File: config.mk
export PLATFORM = sky130hd
export DESIGN_NAME = float32_add_sub
export DESIGN_NICKNAME = d
export VERILOG_FILES = /design/src/rtl/f32as_pkg.sv /design/src/rtl/f32as_align.sv /design/src/rtl/f32as_norm.sv /design/src/rtl/float32_add_sub.sv
export SDC_FILE = /design/constraint.sdc
export NUM_CORES = 1
export LEC_CHECK = 0
export ABC_AREA = 1
export BUFFER_PORTS_ARGS = -buffer_cell sky130_fd_sc_hd__buf_2
export CORE_MARGIN = 5
export CORE_UTILIZATION = 47
export CTS_CLUSTER_DIAMETER = 80
export DETAILED_ROUTE_END_ITERATION = 12
export MAX_ROUTING_LAYER = met4
export PLACE_DENSITY = 0.76
export SETUP_SLACK_MARGIN = 0.1
export SYNTH_ARGS = -nofsm -noshare
export SYNTH_HDL_FRONTEND = slang
export SYNTH_SLANG_ARGS = --single-unit
export TNS_END_PERCENT = 30
File: constraint.sdc
create_clock -name clk -period 11.3 [get_ports clk]
set_clock_uncertainty 0.2 [all_clocks]
set_input_delay 0.565 -clock clk [delete_from_list [all_inputs] [get_ports clk]]
set_output_delay 0.565 -clock clk [all_outputs]
set_load 0.05 [all_outputs]
File: src/rtl/f32as_pkg.sv
// f32as_pkg: shared types and field constants for the float32 add/sub block
// no dependencies
package f32as_pkg;

	localparam int unsigned ExpW  = 8;
	localparam int unsigned FracW = 23;
	localparam int unsigned SigW  = 24;
	localparam int unsigned ShW   = 5;

	localparam logic [ExpW-1:0] ExpMax = 8'hFF;

	// signed sum after unpacking, alignment and add/subtract, handed to the normalize stage
	typedef struct packed {
		logic            zero;
		logic            sign;
		logic [SigW:0]   mag;
		logic [ExpW:0]   expo;
	} sum_t;

endpackage

File: src/rtl/f32as_align.sv
// f32as_align: unpack, align and add/subtract the significands
// depends on f32as_pkg
module f32as_align (
	input  logic [31:0]       a_word,
	input  logic [31:0]       b_word,
	input  logic              mode,
	output f32as_pkg::sum_t   sum
);

	logic                      sa, sb, swap;
	logic [f32as_pkg::ExpW-1:0] ea, eb, el;
	logic [f32as_pkg::ExpW-1:0] d;
	logic [f32as_pkg::SigW-1:0] ma, mb, mbig, msml, msh;

	always_comb begin
		sa   = a_word[31];
		sb   = b_word[31] ^ mode;
		ea   = a_word[30:23];
		eb   = b_word[30:23];
		ma   = {1'b1, a_word[22:0]};
		mb   = {1'b1, b_word[22:0]};
		swap = (ea < eb);
		d    = swap ? (eb - ea) : (ea - eb);
		el   = swap ? eb : ea;
		mbig = swap ? mb : ma;
		msml = swap ? ma : mb;
		// gap of 24 or more clears the smaller significand
		msh  = (d > 8'd23) ? '0 : (msml >> d[f32as_pkg::ShW-1:0]);
		sum.expo = {1'b0, el};
		if (sa == sb) begin
			sum.mag  = {1'b0, mbig} + {1'b0, msh};
			sum.sign = sa;
		end else if ((swap ? msh : mbig) >= (swap ? mbig : msh)) begin
			sum.mag  = {1'b0, swap ? msh : mbig} - {1'b0, swap ? mbig : msh};
			sum.sign = sa;
		end else begin
			sum.mag  = {1'b0, swap ? mbig : msh} - {1'b0, swap ? msh : mbig};
			sum.sign = sb;
		end
		sum.zero = (sa != sb) && (sum.mag == '0);
	end

endmodule

File: src/rtl/f32as_norm.sv
// f32as_norm: normalize, range check and pack the result word
// depends on f32as_pkg
module f32as_norm (
	input  f32as_pkg::sum_t sum,
	output logic [31:0]     result_word,
	output logic            overflow,
	output logic            underflow
);

	logic [f32as_pkg::ShW-1:0]  lz;
	logic [f32as_pkg::SigW-1:0] m;
	logic signed [f32as_pkg::ExpW+1:0] e;

	always_comb begin
		lz = '0;
		for (int i = 0; i < f32as_pkg::SigW; i++) begin
			if (sum.mag[i]) lz = f32as_pkg::ShW'(f32as_pkg::SigW - 1 - i);
		end
		if (sum.mag[f32as_pkg::SigW]) begin
			m = sum.mag[f32as_pkg::SigW:1];
			e = $signed({1'b0, sum.expo}) + 10'sd1;
		end else begin
			m = sum.mag[f32as_pkg::SigW-1:0] << lz;
			e = $signed({1'b0, sum.expo}) - $signed({5'd0, lz});
		end
		result_word = {sum.sign, e[7:0], m[22:0]};
		overflow    = 1'b0;
		underflow   = 1'b0;
		if (sum.zero) begin
			result_word = '0;
		end else if (e >= 10'sd255) begin
			result_word = {sum.sign, f32as_pkg::ExpMax, 23'd0};
			overflow    = 1'b1;
		end else if (e <= 10'sd0) begin
			result_word = {sum.sign, 31'd0};
			underflow   = 1'b1;
		end
	end

endmodule

File: src/rtl/float32_add_sub.sv
// float32_add_sub: single-precision adder/subtractor, truncating, no rounding
// path from start to done: input register, then result register
// throughput: one word per cycle; busy is always low since results cannot stall
// reset: arst_n clears the valid pipeline only, payload registers are not reset
// depends on f32as_pkg, f32as_align, f32as_norm
module float32_add_sub (
	input  logic        clk,
	input  logic        arst_n,
	input  logic        start,
	output logic        busy,
	input  logic [31:0] a_word,
	input  logic [31:0] b_word,
	input  logic        mode,
	output logic        done,
	output logic [31:0] result_word,
	output logic        overflow,
	output logic        underflow
);

	// input register
	logic        vld_s1;
	logic [31:0] a_s1, b_s1;
	logic        mode_s1;
	f32as_pkg::sum_t sum;
	logic [31:0] res_c;
	logic        ovf_c, unf_c;

	assign busy = 1'b0;

	always_ff @(posedge clk or negedge arst_n) begin
		if (!arst_n) begin
			vld_s1 <= 1'b0;
			done   <= 1'b0;
		end else begin
			vld_s1 <= start;
			done   <= vld_s1;
		end
	end

	always_ff @(posedge clk) begin
		if (start) begin
			a_s1    <= a_word;
			b_s1    <= b_word;
			mode_s1 <= mode;
		end
		// result register, loaded only with a live word
		if (vld_s1) begin
			result_word <= res_c;
			overflow    <= ovf_c;
			underflow   <= unf_c;
		end
	end

	// align and add or subtract magnitudes
	f32as_align u_align (
		.a_word(a_s1),
		.b_word(b_s1),
		.mode  (mode_s1),
		.sum   (sum)
	);

	// normalize and pack
	f32as_norm u_norm (
		.sum        (sum),
		.result_word(res_c),
		.overflow   (ovf_c),
		.underflow  (unf_c)
	);

`ifndef ASSERT_OFF
	a_done_follows: assert property (@(posedge clk) disable iff (!arst_n)
		vld_s1 |=> done) else $error("done missing after stage 1");
	a_flags_excl: assert property (@(posedge clk) disable iff (!arst_n)
		done |-> !(overflow && underflow)) else $error("both flags set");
	a_ovf_inf: assert property (@(posedge clk) disable iff (!arst_n)
		(done && overflow) |-> (result_word[30:0] == 31'h7F800000))
		else $error("overflow without infinity");
	a_unf_zero: assert property (@(posedge clk) disable iff (!arst_n)
		(done && underflow) |-> (result_word[30:0] == 31'd0))
		else $error("underflow without zero");
`endif

endmodule
# [Word-level counts from Yosys, hierarchy flattened]
# Index checks and enable logic that the tools add are counted.
[word_totals] register_bits=101 latch_bits=0 ramBits=0 rom_bits=0 word_cells=69 memories=0
[classes] addsub=7 mul=0 div_mod_pow=0 n_lt_le_gt_ge=5 eq_ne=2 shifts=2 n_mux=39 n_bitwise=1 n_reduce_logical=4
[ops] cell="2-to-1 mux 5 bit" n=24
[ops] cell="2-to-1 mux 24 bit" n=3
[ops] cell="2-to-1 mux 23 bit" n=3
[ops] cell="2-to-1 mux 31 bit" n=2
[ops] cell="2-to-1 mux 26 bit" n=2
[ops] cell="subtractor 24 x 24 -> 25 bit" n=2
[ops] cell="adder 24 x 24 -> 25 bit" n=1
[ops] cell="logical NOT 25 bit" n=1
[ops] cell="greater-or-equal comparator 24 bit" n=1
[ops] cell="<< shifter 24 x 5 -> 23 bit" n=1
[ops] cell="right shift 24 x 5 -> 24 bit" n=1
[ops] cell="2-to-1 mux 8 bit" n=2
[ops] cell="subtractor 8 bit" n=2
[ops] cell="greater-or-equal comparator 10 x 9 -> 1 bit (second input constant)" n=1
[ops] cell="less-or-equal comparator 10 x 1 -> 1 bit (second input constant)" n=1
[ops] cell="2-to-1 mux 10 bit" n=1
[ops] cell="adder 8 x 1 -> 9 bit (second input constant)" n=1
[ops] cell="subtractor 8 x 5 -> 9 bit" n=1
[ops] cell="greater-than comparator 8 x 5 -> 1 bit (second input constant)" n=1
[ops] cell="less-than comparator 8 bit" n=1
[ops] cell="OR reduction 3 bit" n=1
[ops] cell="2-to-1 mux 1 bit" n=2
[ops] cell="OR reduction 2 bit" n=1
[ops] cell="== test 1 bit" n=1
[ops] cell="3 further kinds" n=3

# [Depth between registers and ports, before layout]
[logic_depth] depth_word=37 depth_mapped=82 ltp_nobuf=78

# [By module]
# Synthesis repeated with hierarchy kept, for this count alone.
[unflattened] hier_cells=2129 hier_area_um2=13359.1
[by_module_without_submodules] mod="f32as_align" n_inst=1 cells_per_inst=1530 area_per_inst_um2=7893.8 seq_area_each_um2=0.0
[by_module_without_submodules] mod="float32_add_sub" n_inst=1 cells_per_inst=103 area_per_inst_um2=3034.2 seq_area_each_um2=3022.9
[by_module_without_submodules] mod="f32as_norm" n_inst=1 cells_per_inst=496 area_per_inst_um2=2431.1 seq_area_each_um2=0.0

# [Least setup slack after synthesis]
# No wires, ideal clock.
[synth_timing] path_kind="register to register" from="reg b_s1[23]" to="reg result_word[10], data pin" setup_time_ns=0.261 arrival_ns=8.477 slack_ns=2.363 stages_incl_launch_ff=73 synth_period_minus_slack_ns=8.937 cell_sequence="edfxtp_1 > ha_1 > inv_1 > fa_1 > nand3_1 > nand3_2 > nand2_2 > nand2_4 > clkbuf_1 > clkbuf_1 > buf_1 > nand2_1 > o21ai_0 > inv_1 > o21ai_0 > inv_1 > o21ai_0 > inv_1 > [... 37 more ...] > ha_1 > inv_1 > fa_1 > a31oi_1 > nor2_1 > nor2_1 > nand2_1 > xor2_1 > nand2_1 > o21ai_0 > nand2_1 > inv_1 > nand4_1 > nand2_1 > inv_2 > nand2_2 > buf_4 > a31oi_1"
[synth_via] elab_chain_len=36 elab_cells_between_ends=52 classes_between="add/sub: 7; order compare: 5; shift: 2; mux: 35; reduce/logical: 3"
[synth_rtl] item="start, declared" line="float32_add_sub.sv:22" rtl="logic [31:0] a_s1, b_s1;"
[synth_rtl] item="start signal, assigned" line="float32_add_sub.sv:43" rtl="b_s1 <= b_word;"
[synth_rtl] item="subtractor 8 bit or less-than comparator 8 bit (tied branches)" line="f32as_align.sv:23, f32as_align.sv:22"
[synth_rtl] item="2-to-1 mux 8 bit or 2-to-1 mux 23 bit (tied branches)" line="f32as_align.sv:23, f32as_align.sv:26"
[synth_rtl] item="greater-than comparator 8 x 5 -> 1 bit or right shift 24 x 5 -> 24 bit (tied branches)" line="f32as_align.sv:28" rtl="msh = (d > 8'd23) ? '0 : (msml >> d[f32as_pkg::ShW-1:0]);"
[synth_rtl] item="2-to-1 mux 24 bit" line="f32as_align.sv:28"
[synth_rtl] item="2-to-1 mux 24 bit" line="f32as_align.sv:33, f32as_align.sv:34, f32as_align.sv:37"
[synth_rtl] item="subtractor 24 x 24 -> 25 bit, or another cell as far along" line="f32as_align.sv:37" rtl="sum.mag = {1'b0, swap ? mbig : msh} - {1'b0, swap ? msh : mbig};"
[synth_rtl] item="2-to-1 mux 26 bit" line="f32as_align.sv:33" rtl="end else if ((swap ? msh : mbig) >= (swap ? mbig : msh)) begin"
[synth_rtl] item="2-to-1 mux 26 bit" line="f32as_align.sv:30" rtl="if (sa == sb) begin"
[synth_rtl] item="2-to-1 mux 5 bit (24 in a row)" line="f32as_norm.sv:17" rtl="if (sum.mag[i]) lz = f32as_pkg::ShW'(f32as_pkg::SigW - 1 - i);"
[synth_rtl] item="subtractor 8 x 5 -> 9 bit" line="f32as_norm.sv:24" rtl="e = $signed({1'b0, sum.expo}) - $signed({5'd0, lz});"
[synth_rtl] item="2-to-1 mux 10 bit" line="f32as_norm.sv:19" rtl="if (sum.mag[f32as_pkg::SigW]) begin"
[synth_rtl] item="less-or-equal comparator 10 x 1 -> 1 bit or greater-or-equal comparator 10 x 9 -> 1 bit (tied branches)" line="f32as_norm.sv:34, f32as_norm.sv:31"
[synth_rtl] item="OR reduction 3 bit (no source line)"
[synth_rtl] item="end signal, assigned" line="float32_add_sub.sv:48" rtl="result_word <= res_c;"
[synth_rtl] item="end, declared" line="float32_add_sub.sv:15" rtl="output logic [31:0] result_word,"
# Several ways; a longest one is shown, not always the timed one.
# A chain may end at the register's enable or synchronous reset.

# [Worst setup path in the final report]
[layout_timing] from="reg a_s1[23]" to="reg result_word[20], data pin"
[layout_via] elab_chain_len=36 elab_cells_between_ends=52 classes_between="add/sub: 7; order compare: 5; shift: 2; mux: 35; reduce/logical: 3"
[layout_rtl] item="start, declared" line="float32_add_sub.sv:22"
[layout_rtl] item="start signal, assigned" line="float32_add_sub.sv:42" rtl="a_s1 <= a_word;"
[layout_rtl] item="subtractor 8 bit or less-than comparator 8 bit (tied branches)" line="f32as_align.sv:23, f32as_align.sv:22"
[layout_rtl] item="2-to-1 mux 8 bit or 2-to-1 mux 23 bit (tied branches)" line="f32as_align.sv:23, f32as_align.sv:26"
[layout_rtl] item="greater-than comparator 8 x 5 -> 1 bit or right shift 24 x 5 -> 24 bit (tied branches)" line="f32as_align.sv:28"
[layout_rtl] item="2-to-1 mux 24 bit" line="f32as_align.sv:28"
[layout_rtl] item="2-to-1 mux 24 bit" line="f32as_align.sv:33, f32as_align.sv:34, f32as_align.sv:37"
[layout_rtl] item="subtractor 24 x 24 -> 25 bit, or another cell as far along" line="f32as_align.sv:37"
[layout_rtl] item="2-to-1 mux 26 bit" line="f32as_align.sv:33"
[layout_rtl] item="2-to-1 mux 26 bit" line="f32as_align.sv:30"
[layout_rtl] item="2-to-1 mux 5 bit (24 in a row)" line="f32as_norm.sv:17"
[layout_rtl] item="subtractor 8 x 5 -> 9 bit" line="f32as_norm.sv:24"
[layout_rtl] item="2-to-1 mux 10 bit" line="f32as_norm.sv:19"
[layout_rtl] item="less-or-equal comparator 10 x 1 -> 1 bit or greater-or-equal comparator 10 x 9 -> 1 bit (tied branches)" line="f32as_norm.sv:34, f32as_norm.sv:31"
[layout_rtl] item="OR reduction 3 bit (no source line)"
# Several ways; a longest one is shown, not always the timed one.

==> impl_metrics.ini <==
[clock_tree]
cts_buffers = 9
cts.reportedPaths.clkPinSlew_ps = 80
htree_levels = 3
cts_tree = built
max-clock-path-buffers = 2
clock_latency_ps = 370
clkSinkCount = 101
clock-root-buffer = clkbuf_16

[logic_synthesis]
syn_area_per_cell_um2 = 6.45
yosys_warnings = 0
synthDistinctLibCells = 61
ys_seq_elements = 101
syn_inst = 1933
syn_area_um2 = 12500
ys.flop_type = edfxtp_1
synth-edff-count = 99
ys_seq_area_frac = 0.243
synthArstFlopShare = 0.0198
syn_nets = 2098

[floorplanning]
rows = 59
core-area_um2 = 26100
chipHeight_um = 173
initial_core_util = 0.478
dieArea_um2 = 29900
die_w_um = 173
ioPinCount = 104

[worst_setup_path]
cpPeakStageDelay_ps = 420
r2r_slack_ps = 1070
r2r_start = a_s1[23]$_DFFE_PP_
cp_max_fo = 29
end_kind = flop
r2r_cells = 70
path_class = reg2reg
path_common_cell = nand2_1
cp.arrival_ps = 10150
worst_r2r_endpoint = result_word[20]$_SDFFCE_PP0P_
crit_slowest_cell = fa_1
worstPathRequired_ps = 11220
critPathLaunchType = flop

[final_layout]
syn_to_final_growth_pct = 9.84
n_antenna_cell = 0
final_cell_count_no_fill = 2342
drive_gt1_frac = 0.128
num-nets-final = 2167

[drt]
final_antenna_net_count = 0
vias = 12800
avgRoutedWirePerCell_um = 16.5
drt_iter0_drc = 1148
drt_wl_total_um = 38700
drc = 0
via_per_inst = 5.48
drtPass1Iterations = 6

[power]
peakVddDrop_mv = 0.168
p_comb_frac = 0.752
p_switching_mw = 2.05
p_seq_frac = 0.154
switching_share = 0.572
power_frac_clock = 0.094
power.density_nw_per_um2 = 262
intPower_mw = 1.53
total_leakage_power_nw = 6.75

[timing]
finalCritPeriodShare = 0.906
hold_violations = 0
rsz0062_at_grt = no
tns_ps = 0
period_minus_slack_ps = 10230
fmax_ghz = 0.0977
finalSetupViolations = 0
worst_pin_slew_ps = 819
slew_headroom = 0.448
drv_slew = 0

[grt]
antenna_found_initial = 0
track_usage = 0.255
grt_pass1_wl_um = 61800
grt_remaining_overflow = 0
grt_max_degree = 67
grt_pass1_vias = 12000

[status]
status = completed

[min_path]
hold_path_class = in2reg
holdPathEnd = a_s1[20]$_DFFE_PP_
hold_depth = 1
hold_start = a_word[20]

[place]
dp.cells = 2317
place_congestion = 0.990
hpwl_um = 30900
port_buffers = 102

[run]
drv_cap = 0
-- logic make-up after synthesis --
group,count (synthesis),share of synthesized area
adder cells (fa/ha/maj),97,0.101
XOR/XNOR,44,0.0309
other,1,0.000301
flip-flops,101,0.243
buffers and inverters,367,0.119
AND/OR/NAND/NOR,925,0.323
multiplexers,5,0.00402
AO/OA/AOI/OAI,393,0.179
-- cell usage after synthesis (2+ instances only) --
library cell | count | area share
xor2_1 | 31 | 0.022
o21bai_1 | 5 | 0.0030
buf_2 | 11 | 0.0044
nor2_2 | 3 | 0.0015
nor3_1 | 15 | 0.0060
inv_2 | 15 | 0.0045
dfrtp_1 | 2 | 0.0040
nand4_1 | 16 | 0.0080
nand2_2 | 21 | 0.011
xnor2_1 | 13 | 0.0091
clkbuf_1 | 36 | 0.011
edfxtp_1 | 99 | 0.24
o211ai_1 | 16 | 0.0096
nand3b_1 | 4 | 0.0024
o21ai_1 | 24 | 0.0096
ha_1 | 91 | 0.091
buf_1 | 9 | 0.0027
buf_6 | 5 | 0.0045
nor3_2 | 2 | 0.0016
nand3_2 | 5 | 0.0040
a221oi_1 | 3 | 0.0021
nand3_1 | 135 | 0.054
nor2_4 | 5 | 0.0045
nor2_1 | 187 | 0.056
a21o_1 | 5 | 0.0030
o21a_1 | 19 | 0.011
o221ai_1 | 2 | 0.0014
nand2_1 | 489 | 0.15
a31oi_1 | 17 | 0.0085
fa_1 | 6 | 0.0096
or2_2 | 29 | 0.015
o21ai_0 | 125 | 0.050
o21ai_2 | 3 | 0.0021
mux2i_1 | 5 | 0.0040
a21oi_4 | 2 | 0.0026
and2_1 | 3 | 0.0015
nand3_4 | 2 | 0.0028
a21oi_1 | 157 | 0.063
buf_8 | 2 | 0.0024
o31ai_1 | 5 | 0.0030
nand2_4 | 3 | 0.0027
buf_4 | 8 | 0.0048
inv_1 | 280 | 0.084
-- worst max path at each step --
stage,end,slack (ps),from
floorplan,result_word[10]$_SDFFCE_PP0P_,2360,b_s1[23]$_DFFE_PP_
global placement,result_word[21]$_SDFFCE_PP0P_,680,a_s1[23]$_DFFE_PP_
detailed placement,result_word[20]$_SDFFCE_PP0P_,420,a_s1[23]$_DFFE_PP_
CTS,result_word[20]$_SDFFCE_PP0P_,370,a_s1[23]$_DFFE_PP_
global route,result_word[20]$_SDFFCE_PP0P_,110,a_s1[23]$_DFFE_PP_
finish,result_word[20]$_SDFFCE_PP0P_,1070,a_s1[23]$_DFFE_PP_
-- what timing repair did --
item	CTS	global route
hold buffers	1	0
setup endpoints to repair	0	33
hold endpoints to repair	2	0
resized for setup	0	38
buffers inserted	0	4
-- critical path: cells and delay by family, from the launching register on --
family	cells	cell delay [ps]
DFF	1	400
buffers and inverters	12	1220
and+or+nand+nor	42	4650
AOI/OAI and AO/OA	10	1800
adders and majority gates	5	1510
xor gates and xnor gates	1	150
-- flip-flops by register name (all words and copies together), names as in the netlist --
name	cells
overflow	1
a_s1	32
done	1
vld_s1	1
mode_s1	1
result_word	32
underflow	1
b_s1	32
-- power groups by stage --
stage	registers (mW)	clock network, mW	logic [mW]
2_1_floorplan	0.764	0	1.80
3_3_place_gp	0.557	0	2.60
3_5_place_dp	0.561	0	2.59
4_1_cts	0.553	0.341	2.61
5_1_grt	0.560	0.359	2.99
6_report	0.551	0.338	2.70
-- layout make-up --
cell class                 count  area (µm²)
clock inverter                 7        91.3
tap                          335         419
timing repair inverter         2        15.0
sequential                   101        3020
multi-input combinational   1466        8060
inverter                     296        1120
timing repair buffer         126         734
clock buffer                   9         225
fill                        2644       12400
-- cells in the final DEF (no fill, tap or decap), drive strengths merged, types with 2 or more instances in the layout --
master / n
o211ai: 16
o22ai: 2
buf: 124
dfrtp: 2
fa: 6
edfxtp: 99
nand3b: 4
o21ai: 152
xor2: 31
ha: 91
xnor2: 13
o31ai: 5
a221oi: 3
inv: 296
o221ai: 2
a31oi: 17
a21oi: 160
clkinv: 3
nor3: 17
o21a: 19
mux2i: 5
nand2: 514
clkbuf: 10
o311ai: 2
o21bai: 5
a21o: 5
and2: 3
clkinvlp: 5
or2: 31
nor2: 195
nand4: 17
nand3: 142
-- stage by stage --
step	power (mW)	utilization	hold slack (ps)	worst slack (ps)	area, µm²
after floorplan	2.56	-	69.4	2360	12500
after global placement	3.16	0.505	151	678	13200
after detailed placement	3.15	0.505	157	419	13200
after CTS	3.50	0.517	157	370	13500
after global routing	3.91	0.525	146	107	13700
final	3.59	0.525	162	1070	13700
-- layer usage --
layer  vias to the layer above  GRT usage  share of wire
met4                         0     0.0708          0.030
met3                        87     0.0308          0.066
met2                       509      0.421           0.47
met1                      5804      0.333           0.44
met5                         -          -              0
li1                       6434          -              -
Power figures use the tool's default switching activity.
